## src/hw/rtl/sslpc_pkg.sv

```systemverilog
`default_nettype none

package sslpc_pkg;

   // Default number of servo channels.
   localparam int NUM_SERVOS_DEF = 8;

   // Field widths of the transaction payloads.
   localparam int POS_W   = 8;
   localparam int SPEED_W = 8;
   localparam int ACC_W   = 16;
   localparam int OFS_W   = 16;
   localparam int SCALE_W = 8;
   localparam int PULSE_W = 17;
   localparam int CHAN_W  = 3;

   // Ramp step is the accumulator shifted right by this amount.
   localparam int STEP_SHIFT = 5;

   // Operation codes of an input transaction.
   localparam logic OP_MOVE  = 1'b0;
   localparam logic OP_FRAME = 1'b1;

   // Configuration register indexes and reset values.
   localparam int                 CSR_IDX_W        = 1;
   localparam int                 CSR_DATA_W       = 16;
   localparam logic [CSR_IDX_W-1:0] CSR_PULSE_OFFSET = 1'b0;
   localparam logic [CSR_IDX_W-1:0] CSR_PULSE_SCALE  = 1'b1;
   localparam logic [OFS_W-1:0]   OFFSET_RESET     = 16'd1000;
   localparam logic [SCALE_W-1:0] SCALE_RESET      = 8'd8;

   // Per-servo state.
   typedef struct packed {
      logic [POS_W-1:0]   pos;
      logic [POS_W-1:0]   goal;
      logic [SPEED_W-1:0] speed;
      logic [ACC_W-1:0]   acc;
      logic               active;
   } servo_state_type;

   localparam servo_state_type SERVO_RESET = '{
      pos:    8'd128,
      goal:   8'd0,
      speed:  8'd0,
      acc:    16'd0,
      active: 1'b0
   };

   // Output of the shared update unit for one servo.
   typedef struct packed {
      servo_state_type      next;
      logic [PULSE_W-1:0]   width;
   } servo_update_type;

endpackage

`default_nettype wire

```

## src/hw/rtl/servo_slew_limited_pulse_controller.sv

```systemverilog
`default_nettype none

// Move transaction: no result, and the input stays ready.
// Frame transaction: one servo per cycle through the shared update unit while the output
// register can take a result; the sequencer enters its run state, then the first result is registered.
// The input is not ready while a frame sweep runs.
// Synchronous active-high reset: positions 128, all ramps idle, registers to defaults.
module servo_slew_limited_pulse_controller #(
   parameter int NUM_SERVOS = sslpc_pkg::NUM_SERVOS_DEF
) (
   input  logic                                clock,
   input  logic                                reset,
   input  logic                                req_valid,
   output logic                                req_ready,
   input  logic                                req_op,
   input  logic [2:0]                          req_servo_index,
   input  logic [sslpc_pkg::POS_W-1:0]         req_target_position,
   input  logic [sslpc_pkg::SPEED_W-1:0]       req_move_speed,
   output logic                                rsp_valid,
   input  logic                                rsp_ready,
   output logic [sslpc_pkg::CHAN_W-1:0]        rsp_channel,
   output logic [sslpc_pkg::PULSE_W-1:0]       rsp_pulse_width,
   output logic [sslpc_pkg::POS_W-1:0]         rsp_new_position,
   output logic                                rsp_moving,
   output logic                                rsp_last_channel,
   input  logic                                csr_we,
   input  logic [sslpc_pkg::CSR_IDX_W-1:0]     csr_index,
   input  logic [sslpc_pkg::CSR_DATA_W-1:0]    csr_wdata
);
   import sslpc_pkg::*;

   localparam int IDX_W = (NUM_SERVOS > 1) ? $clog2(NUM_SERVOS) : 1;
   localparam logic [IDX_W-1:0] LAST_IDX = IDX_W'(NUM_SERVOS - 1);

   localparam logic ST_IDLE = 1'b0;
   localparam logic ST_RUN  = 1'b1;

   logic                  state_ff, state_in;
   logic [IDX_W-1:0]      cnt_ff, cnt_in;
   logic [OFS_W-1:0]      offset_ff, offset_in;
   logic [SCALE_W-1:0]    scale_ff, scale_in;
   logic                  rsp_valid_ff, rsp_valid_in;
   logic [CHAN_W-1:0]     rsp_channel_ff, rsp_channel_in;
   logic [PULSE_W-1:0]    rsp_width_ff, rsp_width_in;
   logic [POS_W-1:0]      rsp_pos_ff, rsp_pos_in;
   logic                  rsp_moving_ff, rsp_moving_in;
   logic                  rsp_last_ff, rsp_last_in;

   logic                  out_free;
   logic                  step_en;
   logic                  in_range;
   logic                  move_en;
   logic                  frame_go;
   logic [IDX_W-1:0]      req_idx;
   logic [IDX_W-1:0]      rd_addr;
   logic [IDX_W-1:0]      wr_addr;
   logic                  wr_en;
   servo_state_type       rd_data;
   servo_state_type       wr_data;
   servo_state_type       move_data;
   servo_update_type      upd;

   // Handshake decode.
   assign req_ready = (state_ff == ST_IDLE);
   assign out_free  = !rsp_valid_ff || rsp_ready;
   assign step_en   = (state_ff == ST_RUN) && out_free;
   assign in_range  = 32'(req_servo_index) < NUM_SERVOS;
   assign req_idx   = IDX_W'(req_servo_index);
   assign move_en   = req_valid && req_ready && (req_op == OP_MOVE) && in_range;
   assign frame_go  = req_valid && req_ready && (req_op == OP_FRAME);

   // The state file has one read port, shared by move updates and the frame sweep.
   assign rd_addr = (state_ff == ST_RUN) ? cnt_ff : req_idx;

   sslpc_state_file #(
      .NUM_SERVOS (NUM_SERVOS),
      .IDX_W      (IDX_W)
   ) u_state (
      .clock   (clock),
      .reset   (reset),
      .wr_en   (wr_en),
      .wr_addr (wr_addr),
      .wr_data (wr_data),
      .rd_addr (rd_addr),
      .rd_data (rd_data)
   );

   sslpc_ramp_unit u_ramp (
      .pulse_offset (offset_ff),
      .pulse_scale  (scale_ff),
      .cur          (rd_data),
      .upd          (upd)
   );

   // Move command: jump at once with zero speed, otherwise arm a ramp.
   always_comb begin
      move_data = rd_data;
      if (req_move_speed == '0) begin
         move_data.pos    = req_target_position;
         move_data.active = 1'b0;
      end else begin
         move_data.goal   = req_target_position;
         move_data.speed  = req_move_speed;
         move_data.active = 1'b1;
      end
   end

   // State write-back: sweep step or move command.
   assign wr_en   = step_en || move_en;
   assign wr_addr = step_en ? cnt_ff : req_idx;
   assign wr_data = step_en ? upd.next : move_data;

   // Sequencer.
   always_comb begin
      state_in = state_ff;
      cnt_in   = cnt_ff;
      case (state_ff)
         ST_IDLE: begin
            if (frame_go) begin
               state_in = ST_RUN;
               cnt_in   = '0;
            end
         end
         ST_RUN: begin
            if (step_en) begin
               if (cnt_ff == LAST_IDX) begin
                  state_in = ST_IDLE;
               end else begin
                  cnt_in = cnt_ff + 1'b1;
               end
            end
         end
         default: begin
            state_in = ST_IDLE;
         end
      endcase
   end

   // Configuration registers.
   always_comb begin
      offset_in = offset_ff;
      scale_in  = scale_ff;
      if (csr_we) begin
         case (csr_index)
            CSR_PULSE_OFFSET: offset_in = csr_wdata;
            CSR_PULSE_SCALE:  scale_in  = csr_wdata[SCALE_W-1:0];
            default: begin
            end
         endcase
      end
   end

   // Output register, loaded once per servo of the sweep.
   always_comb begin
      rsp_valid_in   = rsp_valid_ff && !rsp_ready;
      rsp_channel_in = rsp_channel_ff;
      rsp_width_in   = rsp_width_ff;
      rsp_pos_in     = rsp_pos_ff;
      rsp_moving_in  = rsp_moving_ff;
      rsp_last_in    = rsp_last_ff;
      if (step_en) begin
         rsp_valid_in   = 1'b1;
         rsp_channel_in = CHAN_W'(cnt_ff);
         rsp_width_in   = upd.width;
         rsp_pos_in     = upd.next.pos;
         rsp_moving_in  = upd.next.active;
         rsp_last_in    = (cnt_ff == LAST_IDX);
      end
   end

   always_ff @(posedge clock) begin
      if (reset) begin
         state_ff     <= ST_IDLE;
         cnt_ff       <= '0;
         offset_ff    <= OFFSET_RESET;
         scale_ff     <= SCALE_RESET;
         rsp_valid_ff <= 1'b0;
      end else begin
         state_ff     <= state_in;
         cnt_ff       <= cnt_in;
         offset_ff    <= offset_in;
         scale_ff     <= scale_in;
         rsp_valid_ff <= rsp_valid_in;
      end
   end

   always_ff @(posedge clock) begin
      rsp_channel_ff <= rsp_channel_in;
      rsp_width_ff   <= rsp_width_in;
      rsp_pos_ff     <= rsp_pos_in;
      rsp_moving_ff  <= rsp_moving_in;
      rsp_last_ff    <= rsp_last_in;
   end

   assign rsp_valid        = rsp_valid_ff;
   assign rsp_channel      = rsp_channel_ff;
   assign rsp_pulse_width  = rsp_width_ff;
   assign rsp_new_position = rsp_pos_ff;
   assign rsp_moving       = rsp_moving_ff;
   assign rsp_last_channel = rsp_last_ff;

endmodule

`default_nettype wire

```

## src/hw/rtl/sslpc_state_file.sv

```systemverilog
`default_nettype none

module sslpc_state_file #(
   parameter int NUM_SERVOS = 8,
   parameter int IDX_W      = 3
) (
   input  logic                      clock,
   input  logic                      reset,
   input  logic                      wr_en,
   input  logic [IDX_W-1:0]          wr_addr,
   input  sslpc_pkg::servo_state_type wr_data,
   input  logic [IDX_W-1:0]          rd_addr,
   output sslpc_pkg::servo_state_type rd_data
);
   import sslpc_pkg::*;

   servo_state_type entries_ff [NUM_SERVOS];
   servo_state_type entries_in [NUM_SERVOS];

   // Single write port.
   always_comb begin
      entries_in = entries_ff;
      if (wr_en) begin
         entries_in[wr_addr] = wr_data;
      end
   end

   always_ff @(posedge clock) begin
      if (reset) begin
         for (int i = 0; i < NUM_SERVOS; i++) begin
            entries_ff[i] <= SERVO_RESET;
         end
      end else begin
         entries_ff <= entries_in;
      end
   end

   // Single read port, selected by the sequencer.
   assign rd_data = entries_ff[rd_addr];

endmodule

`default_nettype wire

```

## src/hw/rtl/sslpc_ramp_unit.sv

```systemverilog
`default_nettype none

module sslpc_ramp_unit (
   input  logic                          [sslpc_pkg::OFS_W-1:0]   pulse_offset,
   input  logic                          [sslpc_pkg::SCALE_W-1:0] pulse_scale,
   input  sslpc_pkg::servo_state_type    cur,
   output sslpc_pkg::servo_update_type   upd
);
   import sslpc_pkg::*;

   localparam int DELTA_HI = STEP_SHIFT + POS_W - 1;

   logic [ACC_W-1:0]             acc_sum;
   logic [POS_W-1:0]             delta;
   logic [POS_W-1:0]             gap;
   logic [POS_W-1:0]             stepped;
   logic                         up;
   logic [OFS_W-1:0]             product;
   servo_state_type              nxt;

   // Ramp step: accumulate speed, take the whole units, clamp at the goal.
   always_comb begin
      acc_sum = cur.acc + ACC_W'(cur.speed);
      delta   = acc_sum[DELTA_HI:STEP_SHIFT];
      up      = cur.goal > cur.pos;
      gap     = up ? (cur.goal - cur.pos) : (cur.pos - cur.goal);
      stepped = up ? (cur.pos + delta) : (cur.pos - delta);
      nxt     = cur;
      if (cur.active) begin
         if (cur.goal == cur.pos) begin
            // Ramp found at its goal: end it without a step.
            nxt.active = 1'b0;
            nxt.acc    = '0;
         end else begin
            nxt.pos = (delta > gap) ? cur.goal : stepped;
            nxt.acc = (delta != '0) ? '0 : acc_sum;
         end
      end
   end

   // Pulse width uses the position before this frame's step.
   assign product   = {8'd0, cur.pos} * {8'd0, pulse_scale};
   assign upd.next  = nxt;
   assign upd.width = PULSE_W'(pulse_offset) + PULSE_W'(product);

endmodule

`default_nettype wire

```

## config.mk

```make
export PLATFORM = sky130hd
export DESIGN_NAME = servo_slew_limited_pulse_controller
export DESIGN_NICKNAME = d
export VERILOG_FILES = /design/src/hw/rtl/sslpc_pkg.sv /design/src/hw/rtl/servo_slew_limited_pulse_controller.sv /design/src/hw/rtl/sslpc_state_file.sv /design/src/hw/rtl/sslpc_ramp_unit.sv
export SDC_FILE = /design/constraint.sdc
export NUM_CORES = 1
export LEC_CHECK = 0
export BUFFER_PORTS_ARGS = -buffer_cell sky130_fd_sc_hd__buf_2
export CAP_MARGIN = 5
export CORE_MARGIN = 1.5
export CORE_UTILIZATION = 55
export DETAILED_ROUTE_END_ITERATION = 16
export GPL_TIMING_DRIVEN = 0
export PLACE_DENSITY = 0.77
export RECOVER_POWER = 50
export SYNTH_ARGS = -nofsm -noshare
export SYNTH_HDL_FRONTEND = slang
export SYNTH_SLANG_ARGS = --single-unit
```

## constraint.sdc

```tcl
create_clock -name clock -period 8.7 [get_ports clock]
set_clock_uncertainty 0.05 [all_clocks]
set_input_delay 0.435 -clock clock [delete_from_list [all_inputs] [get_ports clock]]
set_output_delay 0.435 -clock clock [all_outputs]
set_load 0.02 [all_outputs]
```

# == Word level (Yosys, flattened, before mapping) ==
# Cells that the tools add are included.
# word_totals
register_bits,387
in_bits,42
elab_cells,118
# classes
addsub,7
multipliers,1
magnitude_cmp,5
eq_ne,5
muxes,30
n_bitwise,5
n_reduce_logical,15
# op_table
operator,n
$bwmux 328,1
$mux 41,4
$bmux 41 s3,1
$demux 41 s3,1
$mux 16,3
$mux 8,6
$sub 8x8->8,3
$add 16x16->17,1
$mux 17,1
$add 16x8->16,1
$gt 8x8->1,2
$mul 8x8->16,1
$mux 3,5
$add 8x8->8,1
$eq 8x8->1,1
$ge 4x4->1 const B,2
$logic_not 8->1,1
$not 3->4,2
$reduce_bool 8->1,1
$logic_and 1x1->1,6
$mux 1,6
$pmux 3 s2,1
$lt 4x1->1 const B,1
$ne 2x1->1 const B,2
other kinds (9),14

# == Depth between registers and ports, before layout ==
# Gate-level depths: netlist (run 1).
# logic_depth
depth_word,13
depth_mapped,34
mapped_depth_nobuf,27

# == Cells and area by module ==
# A second synthesis (run 1) with hierarchy kept.
# unflattened
hier_cells,2557
area_unflattened_um2,21971.1
# by_module_without_submodules
module,n_inst,cells_each,area_per_inst_um2,seq_area_each_um2
sslpc_state_file,1,1630,14290.0,6566.3
sslpc_ramp_unit,1,627,4780.8,0.0
servo_slew_limited_pulse_controller,1,300,2900.3,1481.4

# == Worst setup path before layout (run 1) ==
# Ideal clock, no wire load.
# synth_path
path_kind,reg2reg
start,register state_ff
end,register u_state.entries_ff[159] in the netlist's numbering
arrival_time_ns,6.615
required_time_ns,8.511
setup_slack_ns,1.896
path_stages_with_launch,31
n_path_buf,8
period_less_slack_ns,6.804
cell_sequence,dfxtp_1 buf_6 mux2i_2 buf_4 buf_1 clkbuf_1 clkbuf_1 o21ai_0 o21ai_0 clkbuf_1 inv_1 ha_1 a21o_1 a21oi_1 nor2b_1 o31ai_1 clkbuf_1 mux2i_1 o21ai_0 nand2_1 nand2_1 xnor2_1 ha_1 and4_1 o21ai_0 a32oi_1 clkbuf_1 a21oi_1 mux2_2 o21ai_1 a211oi_1
# synth_lines
item,line,source
start: declaration,servo_slew_limited_pulse_controller.sv:38,"logic state_ff, state_in;"
start signal: assignment,servo_slew_limited_pulse_controller.sv:179,state_ff <= state_in;
end signal: assignment,sslpc_state_file.sv:34,entries_ff <= entries_in;
end: declaration,sslpc_state_file.sv:17,servo_state_type entries_ff [NUM_SERVOS];

==> results.py, run 1 <==
metrics = {
    "synth": {
        "synth_edf_count": 30,
        "yosys_warnings": 0,
        "avgSynthCellArea_um2": 8.15,
        "synthArstFlopShare_pct": 0,
        "ys_top_cells_by_count": "nand2_1 (551), dfxtp_1 (333), nor2_1 (241), a21oi_1 (191), a211oi_1 (179)",
        "ys.flop_type": "dfxtp_1",
        "ys_seq_area_share_pct": 37.6,
        "synth_largest_area_cell": "dfxtp_1",
        "synth_area_leaders": "dfxtp_1 (33%), nand2_1 (10%), a211oi_1 (6.7%)",
        "synth_top_area_share_pct": 33.1,
        "synth.distinct_cells": 77,
        "syn_nets": 2644,
        "synth_seq_cells": 363,
        "synthCells": 2470,
        "synth_most_common_cell": "nand2_1",
        "syn_area_um2": 20100,
    },
    "clock_network": {
        "hold_buffers": 0,
        "clockRootBuffer": "clkbuf_16",
        "cts_sinks": 363,
        "cts_tree": "yes",
        "post_cts_buffers": 0,
        "clk_path_buf_depth": 3,
        "cts_buffers": 41,
        "cts.reportedPaths.clkPinSlew_ns": 0.06,
        "worstSkewPairLatency_ns": 0.57,
        "htree_levels": 2,
    },
    "sta": {
        "finalCritPeriodShare_pct": 97.7,
        "hold_violations": 0,
        "slew_violations": 0,
        "tightestPinTransition_ns": 1.28,
        "tns_ns": 0,
        "max_slew_margin_pct": 14.9,
        "max_freq_mhz": 118,
        "setup_violations": 0,
        "post-route-min-period_ns": 8.50,
    },
    "setup_path": {
        "crit_path_end_kind": "flop",
        "rr_startpoint": "state_ff",
        "cp_num_buf_inv": 8,
        "crit_top_cell": "clkbuf_1",
        "crit_required_ns": 9.05,
        "cp_max_fo": 19,
        "crit_arrival_ns": 8.85,
        "reg2reg_depth": 28,
        "rr_endpoint": "u_state.entries_ff[160]",
        "crit_family": "buffers and inverters",
        "path_class": "reg2reg",
        "cp_slowest_cell": "a21oi_1",
        "startpoint_type": "flop",
        "crit_cells": 28,
        "r2r_slack_ns": 0.20,
        "critPathMaxStageDelay_ns": 0.57,
    },
    "layout": {
        "nets": 2756,
        "fin_cells": 3077,
        "final_util_pct": 62.8,
        "design_area_um2": 22500,
        "syn_to_final_growth_pct": 11.7,
        "drive_above_1_share_pct": 9.07,
    },
    "floorplanning": {
        "fp.dieH_um": 194,
        "dieArea_um2": 37800,
        "row_count": 69,
        "fp.coreArea_um2": 35800,
        "ios": 74,
        "fp.dieW_um": 194,
        "initial_core_util_pct": 56.2,
    },
    "routing": {
        "vias": 19400,
        "vias_per_cell": 6.29,
        "dr.pass1.iters": 8,
        "drc": 0,
        "post_drt_wl_per_cell_um": 23.1,
        "drt_iter0_drc": 2506,
        "wl_mm": 70.9,
        "ant_nets": 0,
    },
    "global_route": {
        "antenna_found_initial": 1,
        "grt_pass1_wl_mm": 106,
        "grt_util_all_layers_pct": 36.9,
        "grt_max_degree": 40,
        "grt_pass1_vias": 18600,
        "grt-ovfl-total": 0,
    },
    "place": {
        "gp_congestion": 0.983,
        "place_area_um2": 21100,
        "dp_cells": 3003,
        "port_buffers": 72,
        "dp_hpwl_mm": 50.9,
    },
    "min_path": {
        "min-delay-path-class": "in2reg",
        "whs_path_depth": 3,
        "min_from": "csr_wdata[8]",
        "holdPathEnd": "offset_ff[8]",
    },
    "run": {
        "maxCapViolCount": 0,
    },
    "run_status": {
        "status": "finished, final reports clean",
    },
    "pwr": {
        "power.total_w": 0.00482,
        "power_density_nw_per_um2": 214,
        "ir_drop_mv": 0.158,
        "cellLeakagePower_nw": 8.32,
    },
}
==> timing repair <==
item / 4_1_cts / 5_1_grt
gates cloned: 0 / 0
gates resized for setup: 12 / 30
endpoints found under the setup margin: 73 / 71
==> layout by cell type, fill, tap and decap left out, types with 28 or more instances in the layout <==
master / instances
nor2b_1: 28
inv_1: 131
a21oi_1: 188
a211oi_1: 179
dfxtp_1: 333
o21ai_0: 68
a211oi_2: 43
nand3_1: 47
and2_1: 44
buf_2: 44
ha_1: 77
edfxtp_1: 30
clkbuf_16: 41
clkbuf_1: 179
fa_1: 55
nand2_1: 551
nor2_1: 241
==> power breakdown <==
group	total, W	switching, W	internal (W)
registers	0.00180	0.0000319	0.00177
logic	0.00121	0.000803	0.000403
clock network	0.00182	0.000731	0.00109
==> flip-flops by register name, indices dropped and copies added, names as in the netlist <==
name and cells:
u_state.entries_ff 304, rsp_pulse_width 17, offset_ff 16, rsp_new_position 8, scale_ff 8, cnt_ff 3, rsp_channel 3, rsp_last_channel 1
rsp_moving 1, rsp_valid 1, state_ff 1
==> routing by layer <==
layer	vias to the layer above	track usage, %	share of wire [%]
met5	-	0	0
li1	8643	-	-
met1	9116	45.8	37
met4	0	24.1	6.9
met2	1268	56.5	43
met3	328	10.3	13
==> worst max-delay path by stage <==
stage / end / from
4_1_cts: u_state.entries_ff[160] / state_ff
6_report: u_state.entries_ff[160] / state_ff
3_3_place_gp: u_state.entries_ff[161] / req_servo_index[0]
2_1_floorplan: u_state.entries_ff[159] / state_ff
3_5_place_dp: u_state.entries_ff[160] / req_servo_index[0]
5_1_grt: u_state.entries_ff[240] / state_ff
==> layout make-up <==
type                       count  area, um2
buffer                       174        744
clock inverter                18        244
antenna                        2       5.00
sequential                   363       7570
fill                        3121      13300
tap                          461        577
clock buffer                  57       1160
multi-input combinational   1797      11400
timing repair buffer          72        320
inverter                     133        499
==> through the flow <==
step           hold slack (ns)  worst slack (ns)
3_5_place_dp             0.397             -1.01
3_3_place_gp             0.389            -0.780
5_1_grt                 0.0791           -0.0933
6_report                0.0556             0.202
2_1_floorplan            0.382              1.90
4_1_cts                 0.0446           0.00963
==> cells by family (layout without fill, tap and decap cells) <==
logic type | count (synthesis) | after routing | synth area share (%)
AND/OR/NAND/NOR | 986 | 986 | 20.6
AO/OA/AOI/OAI | 606 | 606 | 21.0
flip-flops | 363 | 363 | 37.6
buffers and inverters | 310 | 454 | 6.11
adder cells (fa/ha/maj) | 132 | 132 | 10.3
multiplexers | 38 | 38 | 3.01
XOR/XNOR | 35 | 35 | 1.52
other | 0 | 2 | 0
==> worst register-to-register path, delay by kind of cell, from the launching register on <==
| kind | cells | cell delay [ns] |
|---|---|---|
| AOI/OAI and AO/OA | 9 | 2.34 |
| xor gates and xnor gates | 1 | 0.13 |
| DFF | 1 | 0.32 |
| muxes | 3 | 1.03 |
| and+or+nand+nor | 5 | 0.90 |
| adders and majority gates | 2 | 0.65 |
| buffers and inverters | 8 | 2.91 |
No activity file was read; power rests on OpenSTA's default activity.
==> run 2: changes to the inputs <==
--- a/config.mk
+++ b/config.mk
@@ -11,7 +11,7 @@
 export CORE_UTILIZATION = 55
 export DETAILED_ROUTE_END_ITERATION = 16
 export GPL_TIMING_DRIVEN = 0
-export PLACE_DENSITY = 0.77
+export PLACE_DENSITY = 0.8
 export RECOVER_POWER = 50
 export SYNTH_ARGS = -nofsm -noshare
 export SYNTH_HDL_FRONTEND = slang
==> constraint.sdc (replaced) <==
create_clock -name clock -period 7 [get_ports clock]
set_clock_uncertainty 0.05 [all_clocks]
set_input_delay 0.35 -clock clock [delete_from_list [all_inputs] [get_ports clock]]
set_output_delay 0.35 -clock clock [all_outputs]
set_load 0.02 [all_outputs]
==> run 2 against run 1 <==
Effect of this change: global-route usage grew 0.94 points; routed wire length rose by 2.9%; combinational power rose by 38%; first-iteration DRC count up 19%; core utilization rose by 2.0 points; maximum frequency increased by 22%; clock power grew 18%; non-clock buffer count grew 36.
==> results.py, run 2 (synthesis gave the netlist of run 1 again) <==
metrics = {
    "setup_path": {
        "rr_endpoint": "u_state.entries_ff[201]",
        "path_class": "reg2reg",
        "reg2reg_depth": 30,
        "cp_slowest_cell": "fa_1",
        "rr_startpoint": "state_ff",
        "cp_max_fo": 10,
        "critPathMaxStageDelay_ns": 0.46,
        "crit_arrival_ns": 7.32,
        "crit_required_ns": 7.38,
        "startpoint_type": "flop",
        "crit_path_end_kind": "flop",
        "r2r_slack_ns": 0.06,
    },
    "routing": {
        "wl_mm": 73.0,
        "dr.pass1.iters": 7,
        "vias": 19900,
        "vias_per_cell": 6.41,
        "drt_iter0_drc": 2971,
        "drc": 0,
        "ant_nets": 0,
        "post_drt_wl_per_cell_um": 23.5,
    },
    "clock_network": {
        "cts_sinks": 363,
        "clk_path_buf_depth": 3,
        "cts.reportedPaths.clkPinSlew_ns": 0.06,
        "clockRootBuffer": "clkbuf_16",
        "cts_tree": "yes",
        "worstSkewPairLatency_ns": 0.61,
        "htree_levels": 2,
        "cts_buffers": 40,
    },
    "global_route": {
        "grt_pass1_wl_mm": 109,
        "grt_max_degree": 40,
        "grt_util_all_layers_pct": 37.9,
        "grt_pass1_vias": 19300,
        "antenna_found_initial": 1,
        "grt-ovfl-total": 0,
    },
    "place": {
        "port_buffers": 72,
        "dp_hpwl_mm": 50.4,
        "place_area_um2": 21100,
        "gp_congestion": 0.989,
    },
    "floorplanning": {
        "dieArea_um2": 37800,
        "initial_core_util_pct": 56.2,
        "ios": 74,
        "row_count": 69,
        "fp.coreArea_um2": 35800,
        "fp.dieH_um": 194,
        "fp.dieW_um": 194,
    },
    "layout": {
        "syn_to_final_growth_pct": 15.3,
        "final_cell_mix": "nand2_1 (551), dfxtp_1 (332), nor2_1 (241), a211oi_1 (179), a21oi_1 (170)",
        "final_common_cell": "nand2_1",
        "regMostFlops": "u_state.entries_ff",
        "fillCellCount": 2867,
        "nets": 2791,
        "drive_above_1_share_pct": 12.3,
        "design_area_um2": 23200,
        "largest_reg_flops": 304,
    },
    "sta": {
        "tightestPinTransition_ns": 1.42,
        "slew_violations": 0,
        "hold_violations": 0,
        "max_slew_margin_pct": 5.36,
        "setup_violations": 0,
        "finalCritPeriodShare_pct": 99.1,
        "holdWs_ns": 0.0812,
        "post-route-min-period_ns": 6.94,
        "tns_ns": 0,
        "max_freq_mhz": 144,
    },
    "min_path": {
        "holdPathEnd": "state_ff",
        "min_from": "req_valid",
        "whs_path_depth": 3,
        "min-delay-path-class": "in2reg",
    },
    "pwr": {
        "ir_drop_mv": 0.184,
        "power_density_nw_per_um2": 261,
        "cellLeakagePower_nw": 8.61,
    },
    "run_status": {
        "status": "finished, final reports clean",
    },
    "run": {
        "maxCapViolCount": 0,
    },
}
## run 2: timing repair
action | CTS | global route
hold endpoints to repair | 21 | 0
buffers inserted | 8 | 10
gates resized for setup | 131 | 92
pin swaps | 6 | 20
endpoints found under the setup margin | 139 | 77
hold buffers | 16 | 0
## run 2: per-stage QoR
step	instances	utilization (%)	total power [W]	setup slack [ns]
6_report	3109	64.8	0.00606	0.0614
5_1_grt	3108	64.8	0.00626	-0.0944
4_1_cts	3098	64.2	0.00590	0.00295
3_5_place_dp	3003	58.8	0.00371	-2.64
3_3_place_gp	3003	58.8	0.00366	-2.46
2_1_floorplan	2470	-	0.00328	0.196
## run 2: final cells by class
type                       instances  area, um2  area share, %
buffer                           176        937           4.03
tap                              461        577           2.48
multi-input combinational       1797      11700           50.3
timing repair buffer             106        626           2.69
clock inverter                    13        134          0.576
inverter                         133        507           2.18
antenna                            1       2.50         0.0108
clock buffer                      59       1180           5.10
sequential                       363       7570           32.6
## run 2: worst max-delay path by stage
| stage | start | endpoint | cells past startpoint |
|---|---|---|---|
| after floorplan | state_ff | u_state.entries_ff[159] | 30 |
| after global placement | state_ff | u_state.entries_ff[202] | 31 |
| after detailed placement | state_ff | u_state.entries_ff[157] | 32 |
| after CTS | state_ff | u_state.entries_ff[286] | 27 |
| after global routing | state_ff | u_state.entries_ff[119] | 31 |
| final | state_ff | u_state.entries_ff[201] | 30 |
## run 2: layer usage
layer / GRT usage [%] / share of wire, % / vias to the layer above / wire length (um)
met3: 11.5 / 14 / 401 / 10400
li1: - / - / 8701 / -
met2: 57.6 / 42 / 1542 / 31000
met5: 0 / 0 / - / 0
met1: 45.9 / 36 / 9298 / 26000
met4: 26.6 / 7.7 / 0 / 5620
## run 2: report_power, final
part	leakage (nW)	switching [W]	internal, W	total (W)
Clock	0.644	0.000931	0.00122	0.00215
Sequential	2.98	0.0000407	0.00220	0.00224
Combinational	4.99	0.00108	0.000592	0.00167
## run 2: worst max-delay path: cells and delay by family (launching register included)
| kind | cells | cell delay [ns] |
|---|---|---|
| compound gates | 13 | 2.63 |
| buf+inv | 7 | 1.24 |
| fa+ha+maj | 3 | 1.00 |
| mux | 2 | 0.71 |
| simple gates | 4 | 0.67 |
| flops | 1 | 0.32 |
| xor+xnor | 1 | 0.12 |
